--- config.mk ---
export PLATFORM = sky130hd
export DESIGN_NAME = delayed_coincidence_tagger_unit
export DESIGN_NICKNAME = d
export VERILOG_FILES = /design/src/hdl/dct_pkg.sv /design/src/hdl/delayed_coincidence_tagger_unit.sv /design/src/hdl/dct_fifo.sv /design/src/hdl/dct_front.sv /design/src/hdl/dct_back.sv
export SDC_FILE = /design/constraint.sdc
export NUM_CORES = 2
export LEC_CHECK = 0
export BUFFER_PORTS_ARGS = -buffer_cell sky130_fd_sc_hd__buf_2
export CAP_MARGIN = 10
export CORE_MARGIN = 10
export CORE_UTILIZATION = 56
export CTS_BUF_LIST = sky130_fd_sc_hd__clkbuf_2 sky130_fd_sc_hd__clkbuf_4 sky130_fd_sc_hd__clkbuf_8
export CTS_CLUSTER_SIZE = 40
export DETAILED_ROUTE_END_ITERATION = 7
export PLACE_DENSITY = 0.73
export SETUP_SLACK_MARGIN = 0.15
export SLEW_MARGIN = 10
export SYNTH_ARGS = -nofsm -noshare
export SYNTH_HDL_FRONTEND = slang
export SYNTH_SLANG_ARGS = --single-unit
--- constraint.sdc ---
create_clock -name clk -period 11.5 [get_ports clk]
set_input_delay 2.3 -clock clk [delete_from_list [all_inputs] [get_ports clk]]
set_output_delay 2.3 -clock clk [all_outputs]
set_load 0.01 [all_outputs]
--- src/hdl/dct_pkg.sv ---
// ----------------------------------------------------------------------------
// dct_pkg: shared types and constants for the delayed coincidence tagger
// Field widths, hit-class bit positions and the transaction records that pass
// between the front, the internal queues and the back.
// ----------------------------------------------------------------------------
package dct_pkg;

  localparam int SEG_W  = 4;
  localparam int TIME_W = 48;
  localparam int CLS_W  = 7;
  localparam int REG_W  = 24;
  localparam int PC_W   = 4;
  localparam int AC_W   = 8;

  localparam int HIT_IONI_BIT   = 0;
  localparam int HIT_RECOIL_BIT = 2;

  // Internal queue depth (power of two).
  localparam int QUEUE_DEPTH = 2;

  typedef enum logic [1:0] {
    REG_NEAR_START = 2'd0,
    REG_NEAR_END   = 2'd1,
    REG_FAR_BEGIN  = 2'd2,
    REG_FAR_LIMIT  = 2'd3
  } cfg_reg_e;

  // Classified pulse, front to back.
  typedef struct packed {
    logic [SEG_W-1:0]  seg;
    logic [TIME_W-1:0] ptime;
    logic              ioni;
    logic              recoil;
  } item_t;

  // Closed candidate record.
  typedef struct packed {
    logic [SEG_W-1:0]  seg;
    logic [TIME_W-1:0] prompt;
    logic [PC_W-1:0]   dcount;
    logic [AC_W-1:0]   fcount;
  } rec_t;

endpackage

--- src/hdl/delayed_coincidence_tagger_unit.sv ---
// ----------------------------------------------------------------------------
// delayed_coincidence_tagger_unit: per-segment prompt/delayed pair tagger
// Queue-style pulse input, queue-style record output, plain register writes.
// ----------------------------------------------------------------------------
// Pulses arrive in time order, one transaction per cycle (push while full is
// low). Each segment arms on an ionization hit, counts recoil partners in the
// near window (near_start, near_end), then either disarms, closes at once, or
// enters the far window and counts same-segment pulses in (far_begin,
// far_limit). The first same-segment pulse at or beyond far_limit closes the
// candidate: one record (segment, prompt time, delayed count, far count) is
// queued and the closing pulse is then treated as a pulse on an idle segment.
// Pulses of segments at or above NUM_SEGMENTS are dropped. Throughput is one
// pulse per clock while the result queue is not full: the back end computes the
// whole segment-state update (one 49-bit subtract plus window compares)
// combinationally. An accepted pulse is held in the item queue until the back
// end takes it; as it takes the pulse, the back end writes its record, if any,
// into the result queue, from which the record is shown on the output ports
// until popped. A two-entry queue between front and back and a two-entry
// result queue let either side stall without losing a transaction; full rises
// only when the result side has been stalled long enough to fill both.
// Registers reset to 10000, 502000, 2142000 and 4110000 ns and should be
// written only while no pulse is in flight.
// ----------------------------------------------------------------------------
module delayed_coincidence_tagger_unit
  import dct_pkg::*;
#(
  parameter int NUM_SEGMENTS = 16,
  parameter int MAX_PARTNERS = 15
) (
  input  logic              clk,
  input  logic              rst,
  // pulse input
  input  logic              push,
  output logic              full,
  input  logic [SEG_W-1:0]  segment,
  input  logic [TIME_W-1:0] pulse_time,
  input  logic [CLS_W-1:0]  hit_class,
  // record output
  output logic              empty,
  input  logic              pop,
  output logic [SEG_W-1:0]  out_segment,
  output logic [TIME_W-1:0] prompt_time,
  output logic [PC_W-1:0]   delayed_count,
  output logic [AC_W-1:0]   far_count,
  // register writes
  input  logic              cfg_we,
  input  logic [1:0]        cfg_index,
  input  logic [REG_W-1:0]  cfg_data
);

  // front -> item queue
  logic  mq_push;
  item_t mq_wdata;
  logic  mq_full;
  // item queue -> back
  logic  mq_pop;
  item_t mq_rdata;
  logic  mq_empty;
  // back -> result queue
  logic  rq_push;
  rec_t  rq_wdata;
  logic  rq_full;
  rec_t  rq_rdata;

  dct_front #(
    .NUM_SEGMENTS (NUM_SEGMENTS)
  ) u_front (
    .push       (push),
    .full       (full),
    .segment    (segment),
    .pulse_time (pulse_time),
    .hit_class  (hit_class),
    .q_full     (mq_full),
    .q_push     (mq_push),
    .q_item     (mq_wdata)
  );

  dct_fifo #(
    .WIDTH ($bits(item_t)),
    .DEPTH (QUEUE_DEPTH)
  ) u_item_q (
    .clk   (clk),
    .rst   (rst),
    .push  (mq_push),
    .wdata (mq_wdata),
    .full  (mq_full),
    .pop   (mq_pop),
    .rdata (mq_rdata),
    .empty (mq_empty)
  );

  dct_back #(
    .NUM_SEGMENTS (NUM_SEGMENTS),
    .MAX_PARTNERS (MAX_PARTNERS)
  ) u_back (
    .clk       (clk),
    .rst       (rst),
    .cfg_we    (cfg_we),
    .cfg_index (cfg_index),
    .cfg_data  (cfg_data),
    .q_empty   (mq_empty),
    .q_item    (mq_rdata),
    .q_pop     (mq_pop),
    .out_full  (rq_full),
    .rec_push  (rq_push),
    .rec       (rq_wdata)
  );

  dct_fifo #(
    .WIDTH ($bits(rec_t)),
    .DEPTH (QUEUE_DEPTH)
  ) u_rec_q (
    .clk   (clk),
    .rst   (rst),
    .push  (rq_push),
    .wdata (rq_wdata),
    .full  (rq_full),
    .pop   (pop),
    .rdata (rq_rdata),
    .empty (empty)
  );

  assign out_segment   = rq_rdata.seg;
  assign prompt_time   = rq_rdata.prompt;
  assign delayed_count = rq_rdata.dcount;
  assign far_count     = rq_rdata.fcount;

endmodule

--- src/hdl/dct_fifo.sv ---
// ----------------------------------------------------------------------------
// dct_fifo: small synchronous queue
// Push/full on one side, pop/empty on the other; head shown while not empty.
// ----------------------------------------------------------------------------
module dct_fifo #(
  parameter int WIDTH = 8,
  parameter int DEPTH = 2
) (
  input  logic             clk,
  input  logic             rst,
  input  logic             push,
  input  logic [WIDTH-1:0] wdata,
  output logic             full,
  input  logic             pop,
  output logic [WIDTH-1:0] rdata,
  output logic             empty
);

  localparam int PTR_W = (DEPTH > 1) ? $clog2(DEPTH) : 1;
  localparam int CNT_W = $clog2(DEPTH + 1);

  logic [WIDTH-1:0] mem [DEPTH];
  logic [PTR_W-1:0] wptr;
  logic [PTR_W-1:0] rptr;
  logic [CNT_W-1:0] count;
  logic             do_push;
  logic             do_pop;

  assign full    = (count == CNT_W'(DEPTH));
  assign empty   = (count == '0);
  assign do_push = push && !full;
  assign do_pop  = pop && !empty;
  assign rdata   = mem[rptr];

  always_ff @(posedge clk) begin
    if (do_push) begin
      mem[wptr] <= wdata;
    end
  end

  always_ff @(posedge clk) begin
    if (rst) begin
      wptr  <= '0;
      rptr  <= '0;
      count <= '0;
    end else begin
      if (do_push) begin
        wptr <= (wptr == PTR_W'(DEPTH - 1)) ? '0 : wptr + 1'b1;
      end
      if (do_pop) begin
        rptr <= (rptr == PTR_W'(DEPTH - 1)) ? '0 : rptr + 1'b1;
      end
      if (do_push && !do_pop) begin
        count <= count + 1'b1;
      end else if (do_pop && !do_push) begin
        count <= count - 1'b1;
      end
    end
  end

endmodule

--- src/hdl/dct_front.sv ---
// ----------------------------------------------------------------------------
// dct_front: pulse intake and classification
// Drops pulses of segments outside the array, decodes the hit-class flags.
// ----------------------------------------------------------------------------
module dct_front
  import dct_pkg::*;
#(
  parameter int NUM_SEGMENTS = 16
) (
  input  logic              push,
  output logic              full,
  input  logic [SEG_W-1:0]  segment,
  input  logic [TIME_W-1:0] pulse_time,
  input  logic [CLS_W-1:0]  hit_class,
  input  logic              q_full,
  output logic              q_push,
  output item_t             q_item
);

  logic in_range;

  assign in_range = ({5'd0, segment} < 9'(NUM_SEGMENTS));
  assign full     = q_full;
  assign q_push   = push && !q_full && in_range;

  always_comb begin
    q_item.seg    = segment;
    q_item.ptime  = pulse_time;
    q_item.ioni   = hit_class[HIT_IONI_BIT];
    q_item.recoil = hit_class[HIT_RECOIL_BIT];
  end

endmodule

--- src/hdl/dct_back.sv ---
// ----------------------------------------------------------------------------
// dct_back: per-segment candidate tracking
// One read-modify-write of the segment state per pulse; emits closed records.
// ----------------------------------------------------------------------------
module dct_back
  import dct_pkg::*;
#(
  parameter int NUM_SEGMENTS = 16,
  parameter int MAX_PARTNERS = 15
) (
  input  logic             clk,
  input  logic             rst,
  input  logic             cfg_we,
  input  logic [1:0]       cfg_index,
  input  logic [REG_W-1:0] cfg_data,
  input  logic             q_empty,
  input  item_t            q_item,
  output logic             q_pop,
  input  logic             out_full,
  output logic             rec_push,
  output rec_t             rec
);

  localparam int NSEG  = (NUM_SEGMENTS < (1 << SEG_W)) ? NUM_SEGMENTS : (1 << SEG_W);
  localparam int IDX_W = (NSEG > 1) ? $clog2(NSEG) : 1;
  localparam logic [PC_W-1:0] PCAP = PC_W'((MAX_PARTNERS < 15) ? MAX_PARTNERS : 15);
  localparam logic [AC_W-1:0] ACAP = '1;

  typedef enum logic [1:0] {
    PH_IDLE  = 2'd0,
    PH_ARMED = 2'd1,
    PH_FAR   = 2'd2
  } phase_e;

  logic [REG_W-1:0] near_start;
  logic [REG_W-1:0] near_end;
  logic [REG_W-1:0] far_begin;
  logic [REG_W-1:0] far_limit;

  phase_e            phase      [NSEG];
  logic [TIME_W-1:0] armed_time [NSEG];
  logic [PC_W-1:0]   pcount     [NSEG];
  logic [AC_W-1:0]   acount     [NSEG];

  logic [IDX_W-1:0]  idx;
  phase_e            ph;
  logic [TIME_W-1:0] at;
  logic [PC_W-1:0]   pc;
  logic [AC_W-1:0]   ac;
  logic [TIME_W:0]   diff;
  logic [TIME_W-1:0] d;
  logic              early;
  logic              gt_ns, lt_ne, gt_ne, ge_fl, far_in;

  phase_e            ph_next;
  logic              at_load;
  logic [PC_W-1:0]   pc_next;
  logic [AC_W-1:0]   ac_next;
  logic              emit;
  logic [PC_W-1:0]   rec_pc;
  logic [AC_W-1:0]   rec_ac;

  assign q_pop = !q_empty && !out_full;
  assign idx   = q_item.seg[IDX_W-1:0];
  assign ph    = phase[idx];
  assign at    = armed_time[idx];
  assign pc    = pcount[idx];
  assign ac    = acount[idx];

  assign diff   = {1'b0, q_item.ptime} - {1'b0, at};
  assign early  = diff[TIME_W];
  assign d      = diff[TIME_W-1:0];
  assign gt_ns  = d > {{(TIME_W-REG_W){1'b0}}, near_start};
  assign lt_ne  = d < {{(TIME_W-REG_W){1'b0}}, near_end};
  assign gt_ne  = d > {{(TIME_W-REG_W){1'b0}}, near_end};
  assign ge_fl  = d >= {{(TIME_W-REG_W){1'b0}}, far_limit};
  assign far_in = (d > {{(TIME_W-REG_W){1'b0}}, far_begin}) && !ge_fl;

  always_comb begin
    ph_next = ph;
    at_load = 1'b0;
    pc_next = pc;
    ac_next = ac;
    emit    = 1'b0;
    rec_pc  = pc;
    rec_ac  = ac;
    case (ph)
      PH_FAR: begin
        if (!early) begin
          if (!ge_fl) begin
            if (far_in && ac != ACAP) begin
              ac_next = ac + 1'b1;
            end
          end else begin
            // close, then treat the closing pulse as one on an idle segment
            emit    = 1'b1;
            ph_next = q_item.ioni ? PH_ARMED : PH_IDLE;
            at_load = q_item.ioni;
            pc_next = '0;
            ac_next = '0;
          end
        end
      end
      PH_ARMED: begin
        if (q_item.recoil && !early) begin
          if (gt_ns && lt_ne && pc < PCAP) begin
            pc_next = pc + 1'b1;
          end
          if (gt_ne) begin
            if (pc == '0) begin
              ph_next = PH_IDLE;
              ac_next = '0;
            end else if (ge_fl) begin
              emit    = 1'b1;
              rec_ac  = '0;
              ph_next = PH_IDLE;
              pc_next = '0;
              ac_next = '0;
            end else begin
              ph_next = PH_FAR;
              ac_next = far_in ? AC_W'(1) : '0;
            end
          end
        end
      end
      default: begin
        if (q_item.ioni) begin
          ph_next = PH_ARMED;
          at_load = 1'b1;
          pc_next = '0;
          ac_next = '0;
        end
      end
    endcase
  end

  assign rec_push   = q_pop && emit;
  assign rec.seg    = q_item.seg;
  assign rec.prompt = at;
  assign rec.dcount = rec_pc;
  assign rec.fcount = rec_ac;

  always_ff @(posedge clk) begin
    if (q_pop && at_load) begin
      armed_time[idx] <= q_item.ptime;
    end
  end

  always_ff @(posedge clk) begin
    if (rst) begin
      near_start <= REG_W'(10000);
      near_end   <= REG_W'(502000);
      far_begin  <= REG_W'(2142000);
      far_limit  <= REG_W'(4110000);
      for (int i = 0; i < NSEG; i++) begin
        phase[i]  <= PH_IDLE;
        pcount[i] <= '0;
        acount[i] <= '0;
      end
    end else begin
      if (cfg_we) begin
        case (cfg_reg_e'(cfg_index))
          REG_NEAR_START: near_start <= cfg_data;
          REG_NEAR_END:   near_end   <= cfg_data;
          REG_FAR_BEGIN:  far_begin  <= cfg_data;
          REG_FAR_LIMIT:  far_limit  <= cfg_data;
          default: ;
        endcase
      end
      if (q_pop) begin
        phase[idx]  <= ph_next;
        pcount[idx] <= pc_next;
        acount[idx] <= ac_next;
      end
    end
  end

  // A closed candidate always had at least one delayed partner.
  a_rec_has_partner: assert property (@(posedge clk) disable iff (rst)
    rec_push |-> rec.dcount != '0)
    else $error("record emitted with zero delayed count");

  // Pulses earlier than the prompt never close a candidate.
  a_no_early_close: assert property (@(posedge clk) disable iff (rst)
    rec_push |-> !early)
    else $error("record emitted for a pulse before the prompt");

  // A far-phase pulse inside far_limit only counts, it never closes.
  a_far_inside_no_emit: assert property (@(posedge clk) disable iff (rst)
    (q_pop && ph == PH_FAR && !ge_fl) |-> !emit)
    else $error("far-phase pulse inside the window closed the candidate");

endmodule
==> impl_metrics.py <==
metrics = {
    "outcome": {
        "status": "completed",
    },
    "sta": {
        "setup_viol": 0,
        "hold_ws_ps": 453,
        "rsz0062_at_grt": "false",
        "skew_ps": 60.0,
        "fmax_mhz": 100,
        "post-route-period-util": 0.866,
        "tightest_slew_ps": 1170,
        "relSlewSlack": 0.218,
        "drv_slew": 0,
        "layout_min_cycle_time_ps": 9960,
        "hold_viol_final": 0,
        "tns_ps": 0,
    },
    "layout": {
        "regArea_sq_um": 39000,
        "fillers": 7500,
        "final_nets": 4413,
        "areaGrowthSynthToFinish_pct": 10.8,
        "multi_input_area_sq_um": 17900,
        "post-route-util": 0.624,
        "drive_gt1_frac": 0.226,
        "fin_area_sq_um": 64600,
    },
    "floorplan": {
        "start_util": 0.563,
        "io-pin-count": 156,
        "die_x_um": 343,
        "fp-row-count": 118,
        "core-area_sq_um": 103000,
        "dieArea_sq_um": 117000,
        "die_h_um": 343,
    },
    "min_path": {
        "hold_class": "reg -> reg",
    },
    "clocking": {
        "postCtsSetupBuffers": 0,
        "post_cts_resized": 0,
        "cts_tree": "done",
        "clock-sinks": 1334,
        "path_clk_slew_ps": 60,
        "ctsHoldBuffers": 0,
        "numCtsBuffers": 207,
        "htree_levels": 4,
        "insertion_delay_ps": 910,
        "clockBufferDepth": 3,
        "clock-root-buffer": "clkbuf_8",
    },
    "detailed_routing": {
        "drc": 0,
        "drtIter0Drc": 3592,
        "vias": 34800,
        "dr.pass1.iters": 6,
        "drt-vias-per-instance": 6.09,
        "ant_nets": 0,
        "wirelength_um": 145000,
        "routedWlPerCell_um": 25.3,
    },
    "global_route": {
        "grt_pass1_wl_um": 215000,
        "grt_pass1_vias": 34900,
        "grtUsageTotal": 0.244,
        "grt_max_degree": 100,
        "antenna_found_initial": 5,
        "grt_overflow_total": 0,
    },
    "place": {
        "portBuffers": 150,
        "dpl.hpwl_um": 86700,
        "placed_area_sq_um": 60600,
        "place.gp.congestion": 0.936,
    },
    "worst_setup_path": {
        "path_class": "reg -> reg",
        "path_max_fanout": 99,
        "startpoint_type": "flop",
        "critPathArrivalTime_ps": 10440,
        "cp.required_ps": 11980,
        "cp-end-kind": "flop",
    },
    "synth": {
        "async_flop_share": 0,
        "syn_area_per_cell_sq_um": 14.8,
        "synth_top_area_share": 0.633,
        "synth-edff-count": 1228,
        "synth_warnings": 0,
        "ys_ff_latch": 1334,
        "synth_area_sq_um": 58300,
        "yosysMostFrequentCell": "edfxtp_1",
        "synth_fp_nets": 4192,
        "ys_types": 97,
        "yosysSeqAreaShare": 0.669,
        "synth.largest_area_cell": "edfxtp_1",
        "synth.area.top_cells": "edfxtp_1, mux4_2, dfxtp_1",
        "synthFlopType": "edfxtp_1",
        "postSynthCellCount": 3950,
        "synthTopCellsByCount": "edfxtp_1, nand2_1, nor2_1, mux4_2, a21oi_1",
    },
    "pwr": {
        "peakVddDrop_uv": 200,
        "cellLeakagePower_nw": 22.5,
        "p_per_area_nw_per_um2": 258,
    },
    "job": {
        "maxCapViolations": 0,
    },
}
[per-layer routing]
layer	up-vias	wire length [um]	GRT usage
met2	1637	70100	0.395
li1	15500	-	-
met1	17500	57100	0.324
met5	-	7	0
met3	259	13200	0.0555
met4	2	4210	0.0873
[sequential cells by signal, summed over array words and instances (netlist names), 2 cells and up, named ones only]
register,count
u_rec_q.count,2
u_item_q.mem,108
u_item_q.count,2
u_back.far_begin,24
u_back.near_start,24
u_back.phase,32
u_back.armed_time,768
u_back.pcount,64
u_back.far_limit,24
u_back.near_end,24
u_rec_q.mem,128
u_back.acount,128
[path summary, 6_finish.rpt]
path | start | end | slack (ps) | depth (start not counted)
setup / recovery | flop | u_back.armed_time[3][33] | 1540 | 25
hold / removal | u_back.near_end[1] | u_back.near_end[1] | 450 | 2
setup reg to reg | flop | u_back.armed_time[3][33] | 1540 | 25
hold reg to reg | u_back.near_end[1] | u_back.near_end[1] | 450 | 2
[layout by cell type (no fill, tap or decap), types with 18 or more instances in the layout]
cell type / instances
clkinv_2: 26
nand4_1: 39
xor2_1: 18
edfxtp_1: 1228
nand2b_1: 25
clkbuf_4: 66
dfxtp_1: 104
inv_1: 181
a21o_1: 22
nand2_1: 513
mux2i_1: 28
a21oi_1: 199
a211o_1: 31
nor2b_1: 28
nor2_1: 266
nand3_1: 126
clkinv_1: 50
mux4_2: 238
ha_1: 151
nor3_1: 19
o21ai_0: 80
buf_4: 57
mux2_2: 117
buf_2: 149
and3_1: 20
clkbuf_8: 213
[layout make-up]
cell class | count | share of cell area
clock inverter | 93 | 0.00895
multi-input combinational | 2232 | 0.277
timing repair buffer | 210 | 0.0194
tap | 1380 | 0.0267
clock buffer | 279 | 0.0530
antenna | 5 | 0.000194
inverter | 186 | 0.0111
sequential | 1334 | 0.604
[worst max-delay path, stage by stage (launching register included)]
cell and delay [ps]:
dfxtp_4 710, mux2i_4 660, inv_16 300, mux4_2 580, nand2_1 80, and3_1 180
a31oi_1 90, ha_1 290, fa_1 410, nand2b_1 190, a21oi_1 280, nor2_1 120
o21ai_0 360, a31oi_1 170, xnor2_1 810, ha_1 400, a21o_1 160, a2111oi_0 410
o31ai_1 230, a211oi_1 660, and4_1 370, a21oi_2 160, and2_1 250, o21ai_2 880
nor3_2 70, buf_4 460
[per-stage QoR]
step / std cells / setup WS (ps) / total power [mW]
finish: 5719 / 1540 / 16.7
global route: 5716 / 1090 / 17.6
CTS: 5714 / 1740 / 16.7
detailed placement: 5342 / 1760 / 12.8
global placement: 5342 / 1930 / 12.7
floorplan: 3950 / 956 / 10.7
[cells by family (layout without fill, tap and decap cells)]
logic type                 after synthesis  after routing  synth area share
buffers and inverters                  384            768            0.0271
muxes                                  387            387             0.120
and+or+nand+nor                       1160           1160            0.0895
DFF                                   1334           1334             0.669
AOI/OAI and AO/OA                      498            498            0.0560
adders and majority gates              152            152            0.0328
xor gates and xnor gates                35             35           0.00526
other                                    0              5                 0
[power breakdown]
part / total [mW] / switching (mW) / internal, mW
registers: 6.00 / 0.127 / 5.87
logic: 6.86 / 4.49 / 2.37
clock network: 3.83 / 1.84 / 1.99
(Power assumes the default switching activity.)
